### src/rtl/core/lla_pkg.sv
package lla_pkg;

    localparam int DEF_MAX_WIDTH  = 1024;
    localparam int DEF_MAX_HEIGHT = 1024;

    localparam int MASK_W = 9;
    localparam int SIZE_W = 11;
    localparam int CFG_DATA_W = SIZE_W;
    localparam int CFG_ADDR_W = 2;
    localparam int TDATA_W = 8;

    typedef logic [CFG_ADDR_W-1:0] cfg_addr_t;

    localparam cfg_addr_t REG_BIRTH_MASK   = 2'd0;
    localparam cfg_addr_t REG_SURVIVE_MASK = 2'd1;
    localparam cfg_addr_t REG_GRID_WIDTH   = 2'd2;
    localparam cfg_addr_t REG_GRID_HEIGHT  = 2'd3;

    localparam logic [MASK_W-1:0] BIRTH_RESET   = 9'd8;
    localparam logic [MASK_W-1:0] SURVIVE_RESET = 9'd12;
    localparam logic [SIZE_W-1:0] SIZE_RESET    = 11'd1024;

endpackage

### src/rtl/core/life_like_automaton_step_core.sv
// A cell's next state is registered on acceptance of the word that completes its
// 3x3 window, i.e. grid_width + 1 words after the cell itself. Throughput: one word per
// cycle while the skid is empty; a two-deep output stage keeps the input open while a
// result waits. Two line memories, each with one write and one read port, supply the rows.
// Reset: synchronous active-low aresetn restores the default rule (B3/S23) and a
// 1024 x 1024 grid and starts a fresh frame; line memories are not cleared.
module life_like_automaton_step_core #(
    parameter int MAX_WIDTH  = lla_pkg::DEF_MAX_WIDTH,
    parameter int MAX_HEIGHT = lla_pkg::DEF_MAX_HEIGHT
) (
    input  logic                          aclk,
    input  logic                          aresetn,
    // configuration
    input  logic                          cfg_wr_en,
    input  lla_pkg::cfg_addr_t            cfg_addr,
    input  logic [lla_pkg::CFG_DATA_W-1:0] cfg_wdata,
    // input stream
    input  logic                          s_tvalid,
    output logic                          s_tready,
    input  logic [lla_pkg::TDATA_W-1:0]   s_tdata,   // [0] cell_in
    input  logic                          s_tuser,   // [0] flush
    // result stream
    output logic                          m_tvalid,
    input  logic                          m_tready,
    output logic [lla_pkg::TDATA_W-1:0]   m_tdata,   // [0] next_cell
    output logic                          m_tlast
);
    import lla_pkg::*;

    localparam int CW = $clog2(MAX_WIDTH);
    localparam int WW = $clog2(MAX_WIDTH + 1);
    localparam int LW = $clog2(MAX_WIDTH + 2);
    localparam int RW = $clog2(MAX_HEIGHT);
    localparam int HW = $clog2(MAX_HEIGHT + 1);

    // configuration registers
    logic [MASK_W-1:0] birth_mask_reg, survive_mask_reg;
    logic [SIZE_W-1:0] grid_width_reg, grid_height_reg;
    logic              restart;

    always_ff @(posedge aclk) begin
        if (!aresetn) begin
            birth_mask_reg   <= BIRTH_RESET;
            survive_mask_reg <= SURVIVE_RESET;
            grid_width_reg   <= SIZE_RESET;
            grid_height_reg  <= SIZE_RESET;
        end else if (cfg_wr_en) begin
            unique case (cfg_addr)
                REG_BIRTH_MASK:   birth_mask_reg   <= cfg_wdata[MASK_W-1:0];
                REG_SURVIVE_MASK: survive_mask_reg <= cfg_wdata[MASK_W-1:0];
                REG_GRID_WIDTH:   grid_width_reg   <= cfg_wdata[SIZE_W-1:0];
                REG_GRID_HEIGHT:  grid_height_reg  <= cfg_wdata[SIZE_W-1:0];
                default: ;
            endcase
        end
    end

    assign restart = cfg_wr_en && (cfg_addr == REG_GRID_WIDTH || cfg_addr == REG_GRID_HEIGHT);

    // effective grid size: zero acts as one, clamp to MAX_WIDTH and MAX_HEIGHT
    logic [31:0]   w_full, h_full;
    logic [WW-1:0] w_eff;
    logic [HW-1:0] h_eff;

    always_comb begin
        w_full = {{(32-SIZE_W){1'b0}}, grid_width_reg};
        h_full = {{(32-SIZE_W){1'b0}}, grid_height_reg};
        if (w_full == 32'd0)
            w_full = 32'd1;
        else if (w_full > 32'(MAX_WIDTH))
            w_full = 32'(MAX_WIDTH);
        if (h_full == 32'd0)
            h_full = 32'd1;
        else if (h_full > 32'(MAX_HEIGHT))
            h_full = 32'(MAX_HEIGHT);
        w_eff = w_full[WW-1:0];
        h_eff = h_full[HW-1:0];
    end

    // frame counters
    logic [CW-1:0] wcol_reg, wcol_next;
    logic [HW-1:0] in_row_reg, in_row_next;
    logic [LW-1:0] lead_reg, lead_next;
    logic [CW-1:0] out_col_reg, out_col_next;
    logic [RW-1:0] out_row_reg, out_row_next;

    logic accept, in_drain, step, emit, col_last, out_col_last, out_row_last, out_last;
    logic cell_v;

    // window taps: lower row from the stream, middle and upper from the line memories
    logic mid_rd_reg, up_rd_reg;
    logic lo_d1_reg, lo_d2_reg, mid_d1_reg, mid_d2_reg, up_d1_reg, up_d2_reg;

    logic skid_valid_reg;
    logic main_valid_reg;

    assign s_tready = !skid_valid_reg;
    assign accept   = s_tvalid && s_tready;
    assign in_drain = (in_row_reg == h_eff);
    // a flush word counts only while draining, a cell word only before
    assign step     = accept && (in_drain ? s_tuser : !s_tuser);
    assign cell_v   = !in_drain && s_tdata[0];
    assign col_last = (WW'(wcol_reg) == w_eff - WW'(1));
    assign emit     = step && (lead_reg == LW'(w_eff) + LW'(1));

    assign out_col_last = (WW'(out_col_reg) == w_eff - WW'(1));
    assign out_row_last = (HW'(out_row_reg) == h_eff - HW'(1));
    assign out_last     = out_col_last && out_row_last;

    always_comb begin
        wcol_next    = wcol_reg;
        in_row_next  = in_row_reg;
        lead_next    = lead_reg;
        out_col_next = out_col_reg;
        out_row_next = out_row_reg;
        priority if (restart) begin
            wcol_next    = '0;
            in_row_next  = '0;
            lead_next    = '0;
            out_col_next = '0;
            out_row_next = '0;
        end else if (step) begin
            wcol_next = col_last ? '0 : wcol_reg + CW'(1);
            if (!in_drain && col_last)
                in_row_next = in_row_reg + HW'(1);
            if (!emit) begin
                lead_next = lead_reg + LW'(1);
            end else if (out_last) begin
                // frame done: start over
                wcol_next    = '0;
                in_row_next  = '0;
                lead_next    = '0;
                out_col_next = '0;
                out_row_next = '0;
            end else if (out_col_last) begin
                out_col_next = '0;
                out_row_next = out_row_reg + RW'(1);
            end else begin
                out_col_next = out_col_reg + CW'(1);
            end
        end else begin
            // idle: hold every counter
        end
    end

    always_ff @(posedge aclk) begin
        if (!aresetn) begin
            wcol_reg    <= '0;
            in_row_reg  <= '0;
            lead_reg    <= '0;
            out_col_reg <= '0;
            out_row_reg <= '0;
        end else begin
            wcol_reg    <= wcol_next;
            in_row_reg  <= in_row_next;
            lead_reg    <= lead_next;
            out_col_reg <= out_col_next;
            out_row_reg <= out_row_next;
        end
    end

    // line memories: each delays the stream by one row; read the next column ahead
    logic mid_mem [MAX_WIDTH];
    logic up_mem  [MAX_WIDTH];

    always_ff @(posedge aclk) begin
        if (step) begin
            mid_mem[wcol_reg] <= cell_v;
            up_mem[wcol_reg]  <= mid_rd_reg;
        end
        // forward the word just written when the next column is the same one
        if (step && wcol_next == wcol_reg) begin
            mid_rd_reg <= cell_v;
            up_rd_reg  <= mid_rd_reg;
        end else begin
            mid_rd_reg <= mid_mem[wcol_next];
            up_rd_reg  <= up_mem[wcol_next];
        end
    end

    always_ff @(posedge aclk) begin
        if (step) begin
            lo_d1_reg  <= cell_v;
            lo_d2_reg  <= lo_d1_reg;
            mid_d1_reg <= mid_rd_reg;
            mid_d2_reg <= mid_d1_reg;
            up_d1_reg  <= up_rd_reg;
            up_d2_reg  <= up_d1_reg;
        end
    end

    // neighbour count with edges treated as dead
    logic       up_ok, dn_ok, lf_ok, rt_ok;
    logic [3:0] n_count;
    logic       next_cell;

    assign up_ok = (out_row_reg != '0);
    assign dn_ok = !out_row_last;
    assign lf_ok = (out_col_reg != '0);
    assign rt_ok = !out_col_last;

    always_comb begin
        n_count = 4'(up_ok & lf_ok & up_d2_reg)
                + 4'(up_ok & up_d1_reg)
                + 4'(up_ok & rt_ok & up_rd_reg)
                + 4'(lf_ok & mid_d2_reg)
                + 4'(rt_ok & mid_rd_reg)
                + 4'(dn_ok & lf_ok & lo_d2_reg)
                + 4'(dn_ok & lo_d1_reg)
                + 4'(dn_ok & rt_ok & cell_v);
        next_cell = mid_d1_reg ? survive_mask_reg[n_count] : birth_mask_reg[n_count];
    end

    // two-deep output: main register plus skid
    logic main_cell_reg, main_last_reg, skid_cell_reg, skid_last_reg;
    logic pop;

    assign pop = main_valid_reg && m_tready;

    always_ff @(posedge aclk) begin
        if (!aresetn) begin
            main_valid_reg <= 1'b0;
            skid_valid_reg <= 1'b0;
        end else if (skid_valid_reg) begin
            if (pop) begin
                main_valid_reg <= 1'b1;
                skid_valid_reg <= 1'b0;
            end
        end else if (emit) begin
            if (!main_valid_reg || pop)
                main_valid_reg <= 1'b1;
            else
                skid_valid_reg <= 1'b1;
        end else if (pop) begin
            main_valid_reg <= 1'b0;
        end
    end

    always_ff @(posedge aclk) begin
        if (skid_valid_reg) begin
            if (pop) begin
                main_cell_reg <= skid_cell_reg;
                main_last_reg <= skid_last_reg;
            end
        end else if (emit) begin
            if (!main_valid_reg || pop) begin
                main_cell_reg <= next_cell;
                main_last_reg <= out_last;
            end else begin
                skid_cell_reg <= next_cell;
                skid_last_reg <= out_last;
            end
        end
    end

    assign m_tvalid = main_valid_reg;
    assign m_tdata  = {{(TDATA_W-1){1'b0}}, main_cell_reg};
    assign m_tlast  = main_last_reg;

endmodule

### config.mk
export PLATFORM = sky130hd
export DESIGN_NAME = life_like_automaton_step_core
export DESIGN_NICKNAME = d
export VERILOG_FILES = /design/src/rtl/core/lla_pkg.sv /design/src/rtl/core/life_like_automaton_step_core.sv
export SDC_FILE = /design/constraint.sdc
export NUM_CORES = 2
export LEC_CHECK = 0
export ABC_AREA = 1
export ABC_CLOCK_PERIOD_IN_PS = 40600
export BUFFER_PORTS_ARGS = -buffer_cell sky130_fd_sc_hd__buf_2
export CAP_MARGIN = 40
export CORE_MARGIN = 2
export CORE_UTILIZATION = 45
export DETAILED_ROUTE_END_ITERATION = 12
export PLACE_DENSITY_LB_ADDON = 0.3
export SYNTH_ARGS = -nofsm -noshare
export SYNTH_HDL_FRONTEND = slang
export SYNTH_SLANG_ARGS = --single-unit
### constraint.sdc
create_clock -name aclk -period 40.6 [get_ports aclk]
set_input_delay 4.06 -clock aclk [delete_from_list [all_inputs] [get_ports aclk]]
set_output_delay 4.06 -clock aclk [all_outputs]
set_load 0.1 [all_outputs]
# Yosys cells after proc, flatten, opt, wreduce, memory -nomap -nowiden
# Memories as Yosys holds them, arrays and structs flattened. A register that Yosys moved wholly into a read port is not among the register bits.
# Index checks and enable logic that the tools add are counted.
dict set report word_totals {
  mem_bits_rw 2048
  word_cells 146
  regBits 104
  out_inout_bits 11
  n_memories 2
  inputBits 27
}
# name depth word_bits read_ports rd_ports_with_merged_regs write_ports line_no
set mem_list {}
lappend mem_list {mid_mem 1024 1 1 1 1 life_like_automaton_step_core.sv:163} ;# logic mid_mem [MAX_WIDTH];
lappend mem_list {up_mem 1024 1 1 1 1 life_like_automaton_step_core.sv:164} ;# logic up_mem [MAX_WIDTH];
dict set report op_classes {
  reduce_logical 36
  eq_ne 11
  n_addsub 15
  order_cmp 3
  mux 43
  n_bitwise 15
}
# op n
set ops {}
lappend ops {{11-bit 2-to-1 mux} 9}
lappend ops {{10-bit 2-to-1 mux} 9}
lappend ops {{11-bit by 1-bit adder with 11-bit output (second input constant)} 3}
lappend ops {{10-bit by 11-bit equality test with 1-bit output} 3}
lappend ops {{10-bit by 1-bit adder with 10-bit output (second input constant)} 3}
lappend ops {{1-bit 2-to-1 mux} 23}
lappend ops {{11-bit equality test} 2}
lappend ops {{11-bit greater-than comparator (second input constant)} 2}
lappend ops {{11-bit logical NOT} 2}
lappend ops {{11-bit by 1-bit subtractor with 11-bit output (second input constant)} 2}
lappend ops {{10-bit nonzero test} 2}
lappend ops {{4-bit by 1-bit adder with 4-bit output} 4}
lappend ops {{1-bit AND} 12}
lappend ops {{2-bit AND reduction} 6}
lappend ops {{3-bit AND reduction} 4}
lappend ops {{1-bit binary-select mux with 4-bit select} 2}
lappend ops {{1-bit logical AND} 8}
lappend ops {{2-bit nonzero test} 4}
lappend ops {{1-bit logical NOT} 6}
lappend ops {{4-bit by 5-bit < comparator with 1-bit output (second input constant)} 1}
lappend ops {{3-bit by 1-bit adder with 4-bit output} 1}
lappend ops {{2-bit equality test (second input constant)} 2}
lappend ops {{2-bit by 1-bit != test with 1-bit output (second input constant)} 2}
lappend ops {{2-bit by 1-bit adder with 3-bit output} 1}
lappend ops {{other kinds (7)} 10}

# Longest topological paths before layout
dict set report depth {
  word_depth 20
  depth_mapped 34
  ltp_nobuf 33
}

# Worst setup path after synthesis
# No wires, ideal clock.
dict set report synth_timing {
  path_type {in2reg}
  startpoint {input port s_tdata[0] in the netlist's numbering}
  endpoint {register lo_d1_reg (data pin)}
  cell_stages 1
  required_time_ns 37.729
  path_buffers 0
  arrival_time_ns 16.734
  setup_ns 2.871
  setup_slack_ns 20.995
  cell_sequence {and2_1}
}
dict set report synth_between {
  elab_chain_cells 1
}
# element line_no
set synth_rtl {}
lappend synth_rtl {{start: declaration} life_like_automaton_step_core.sv:20} ;# input logic [lla_pkg::TDATA_W-1:0] s_tdata,
lappend synth_rtl {{1-bit logical AND} life_like_automaton_step_core.sv:102} ;# assign cell_v = !in_drain && s_tdata[0];
lappend synth_rtl {{end signal: assignment} life_like_automaton_step_core.sv:183} ;# lo_d1_reg <= cell_v;
lappend synth_rtl {{end: declaration} life_like_automaton_step_core.sv:92} ;# logic lo_d1_reg, lo_d2_reg, mid_d1_reg, mid_d2_reg, up_d1_reg, up_d2_reg;
# Every way passes these cells.
# A chain may end at the register's enable or synchronous reset.

==> out/results.md <==
| Group | Quantity | Reported |
|---|---|---|
| status | Run status | finished, final reports clean |
| timing | Final max-slew violation count | 0 |
| placed design | Number of input and output port buffers inserted | 23 |
| layout | Final standard cell count with taps included and fillers excluded | 11200 |
| logic synthesis | Synth Register Bits | 2162 |
| min path | Hold WC Path Type | register to register |
| route | Aggregate routed wire length | 253000 µm |
| critical path | Required @ worst endpoint | 41.24 ns |
| placed design | Placed instance area | 95300 µm² |
| global route | Largest net degree at the start of global routing | 241 |
| route | Number of DRC markers in iteration 0 | 8156 |
| clocking | TritonCTS clock tree | built |
| timing | Fmax | 0.121 GHz |
| route | Residual DRC count | 0 |
| power and ir drop | Fraction of power consumed by combinational cells | 7.4% |
| clocking | CTS Root Buffer Type | sky130_fd_sc_hd__clkbuf_16 |
| timing | Number of failing setup endpoints in the final timing report | 0 |
| logic synthesis | Average footprint of a synthesized cell | 10.7 µm² |
| logic synthesis | Post-Syn Area | 93000 µm² |
| timing | Sum of negative setup slack | 0 ns |
| clocking | Post-CTS repair timing setup buffer count | 0 |
| critical path | Element type at the critical path start | register |
| logic synthesis | Post-Synthesis Cells | 8686 |
| clocking | Post-cts hold buffer count | 0 |
| floorplan | Floorplan die area | 210000 µm² |
| floorplan | Top-level port count | 38 |
| clocking | Number of levels the H-tree was split into | 4 |
| logic synthesis | Seq/Total Area, Yosys | 68.7% |
| layout | Combined flip-flop and latch cell area | 63900 µm² |
| clocking | Post-cts gate resize count | 0 |
| layout | Most common library cell in the layout ignoring fill and taps | sky130_fd_sc_hd__nor2_1 |
| logic synthesis | Count of distinct cell types in the synthesized netlist | 47 |
| layout | Layout overhead on the synthesized area | 9.84% |
| route | WL per Instance | 22.5 µm |
| power and ir drop | Pwr dens | 46.7 nW/µm² |
| global route | Routing layer with the top usage in global route | met2 |
| global route | Global routing usage summed across all routing layers | 23.5% |
| floorplan | Die height | 459 µm |
| power and ir drop | Net load switching power | 1.12 mW |
| placed design | Final estimated routing congestion in global placement | 0.887 |
| layout | Largest registers | mid_mem (1024), up_mem (1024) |
| critical path | Peak fanout along the critical path | 228 |
| placed design | HPWL after detailed placement | 139000 µm |
| logic synthesis | Ys Warns | 0 |
| clocking | Skew-Pair Late Insertion Delay | 0.88 ns |
| timing | Hold Fails Final Rpt | 0 |
| route | Via count of the routed design | 66000 |
| global route | Met3 demand-to-capacity share in global routing | 4.94% |
| power and ir drop | Sequential Power Share | 52.4% |
| power and ir drop | Leakage power figure | 32.9 nW |
| floorplan | Core area | 205000 µm² |
| timing | Least-Margin Pin Slew | 1.27 ns |
| route | Routed via count divided by cell count | 5.87 |
| layout | Post-layout nets | 8425 |
| power and ir drop | Net Sw Frac | 23.5% |
| floorplan | Horizontal extent of the die | 459 µm |
| route | Number of detailed-route iterations in the first pass | 7 |
| critical path | Arrival time reported for the critical path endpoint | 8.94 ns |
| global route | Global-route wire length before repair | 379000 µm |
| clocking | Clock sink count | 2162 |
| clocking | Maximum buffer depth of the clock tree | 3 |
| layout | Fillers | 18000 |
| layout | Most frequent cells in the layout | 2238 x sky130_fd_sc_hd__nor2_1, 2058 x sky130_fd_sc_hd__edfxtp_1, 1082 x sky130_fd_sc_hd__o21ai_0 |
| route | Remaining antenna violation count | 0 |
| timing | Tightest hold margin | 0.426 ns |
| timing | Share of the cycle needed by the critical path after routing | 20.4% |
| layout | Share of final-layout standard cells stronger than drive strength 1 | 6.12% |
| power and ir drop | Highest ir drop seen on vdd | 0.0000393 V |
| floorplan | Initial core utilization | 45.3% |
| timing | RSZ-0062 raised after global routing | false |
| global route | Remaining global-route overflow | 0 |
| global route | Via count of the first global-routing pass | 64700 |
| clocking | Num CTS Buffers | 215 |
| run | Number of violations of the max-capacitance limit | 0 |
| floorplan | Number of placement rows | 166 |
| global route | Met2 usage in global routing | 37.9% |
| power and ir drop | Internal cell power | 3.65 mW |
| global route | Initial antenna violation count | 7 |
| layout | Cell area after layout | 102000 µm² |
| layout | Area of the multi-input gates | 25400 µm² |
| critical path | WS Path Type | register to register |
| power and ir drop | Part of the total power dissipated in the clock network | 40.2% |
| power and ir drop | Power, Total | 4.77 mW |
| global route | Met1 track demand over resource | 31.1% |
| timing | Final clock skew | 0.0496 ns |
| critical path | Capturing element type of the critical path | register |
| timing | Relative slew margins | 15.1% |
| placed design | Placed instance count | 10800 |
| timing | Final critical-path required period | 8.30 ns |
| clocking | Clock-pin slew on the worst setup and hold paths | 0.07 ns |
[through the flow]
step | setup WS [ns] | util (%)
finish | 32.30 | 49.8
global route | 31.56 | 49.8
CTS | 32.22 | 49.8
detailed placement | 32.22 | 46.5
global placement | 31.68 | 46.2
floorplan | 21.00 | -
[critical path, cell delays in order, from the launching register on]
cell and delay (ns):
sky130_fd_sc_hd__dfxtp_4 0.53, sky130_fd_sc_hd__inv_8 0.63, sky130_fd_sc_hd__buf_4 0.53, sky130_fd_sc_hd__buf_12 0.61
sky130_fd_sc_hd__buf_4 0.79, sky130_fd_sc_hd__o21ai_0 0.19, sky130_fd_sc_hd__o22ai_1 0.17, sky130_fd_sc_hd__nand2_1 0.09
sky130_fd_sc_hd__nand3_1 0.15, sky130_fd_sc_hd__nand3_1 0.26, sky130_fd_sc_hd__nand3_1 0.19, sky130_fd_sc_hd__nand3_1 0.19
sky130_fd_sc_hd__nand3_1 0.16, sky130_fd_sc_hd__nand3_1 0.10, sky130_fd_sc_hd__nand2_1 0.09, sky130_fd_sc_hd__nand2_1 0.20
sky130_fd_sc_hd__nand2_4 0.62, sky130_fd_sc_hd__buf_12 0.61, sky130_fd_sc_hd__buf_4 0.47, sky130_fd_sc_hd__buf_16 0.30
sky130_fd_sc_hd__buf_4 0.37, sky130_fd_sc_hd__buf_16 0.33
[Yosys cell counts, drive strengths merged]
master	n	area share, %
clkbuf	508	2.1
xor2	35	0.33
nand4	30	0.21
nor3	49	0.28
nand2	864	3.5
o21ai	1085	5.8
nor4	6	0.040
clkinv	2	0.0081
o21a	1	0.0081
nor3b	3	0.024
a21oi	69	0.37
buf	192	1.1
o22ai	509	3.4
edfxtp	2058	66
conb	1	0.0040
nand3	664	3.6
o21bai	3	0.036
a31oi	1	0.0067
nor2b	1	0.0067
o311ai	2	0.019
ha	16	0.22
and2	3	0.020
nand3b	7	0.070
a211oi	2	0.016
a21o	1	0.0081
o211ai	1	0.0081
inv	211	0.85
nor2	2247	9.1
dfxtp	104	2.2
o41ai	1	0.0094
xnor2	6	0.057
fa	4	0.086
[cells by family after synthesis]
kind of cell | share of synthesized area (%)
compound gates | 9.75
buf+inv | 3.98
simple gates | 16.9
other cells | 0.00403
flops | 68.7
xor+xnor | 0.386
fa+ha+maj | 0.301
[layer usage]
layer	wire [µm]	share of wire [%]	vias to the layer above
met4	10000	4.0	2
met2	117000	46	3038
li1	-	-	30000
met5	10	0.0040	-
met3	25000	9.9	471
met1	101000	40	32500
[worst paths after layout]
| kind | startpoint | to | slack [ns] | cells past startpoint |
|---|---|---|---|---|
| hold / removal | lo_d1_reg$_DFFE_PP_ | lo_d2_reg$_DFFE_PP_ | 0.43 | 0 |
| hold reg to reg | lo_d1_reg$_DFFE_PP_ | lo_d2_reg$_DFFE_PP_ | 0.43 | 0 |
| setup / recovery | register | up_mem[2]$_DFFE_PP_ | 32.30 | 21 |
| setup reg to reg | register | up_mem[2]$_DFFE_PP_ | 32.30 | 21 |
[cell type report]
class	instances	area share (%)
inverter	213	0.810
tap	2688	3.29
multi-input combinational	5617	24.9
timing repair buffer	169	1.78
antenna	2	0.00490
clock buffer	277	5.64
clock inverter	119	0.989
sequential	2162	62.6
[power groups by stage]
stage	clock (mW)	sequential, mW	combinational (mW)
4_1_cts	1.94	2.49	0.350
6_report	1.92	2.50	0.354
3_5_place_dp	0	2.54	0.349
2_1_floorplan	0	2.64	0.235
3_3_place_gp	0	2.54	0.335
5_1_grt	2.03	2.49	0.390
Power figures use the tool's default switching activity.
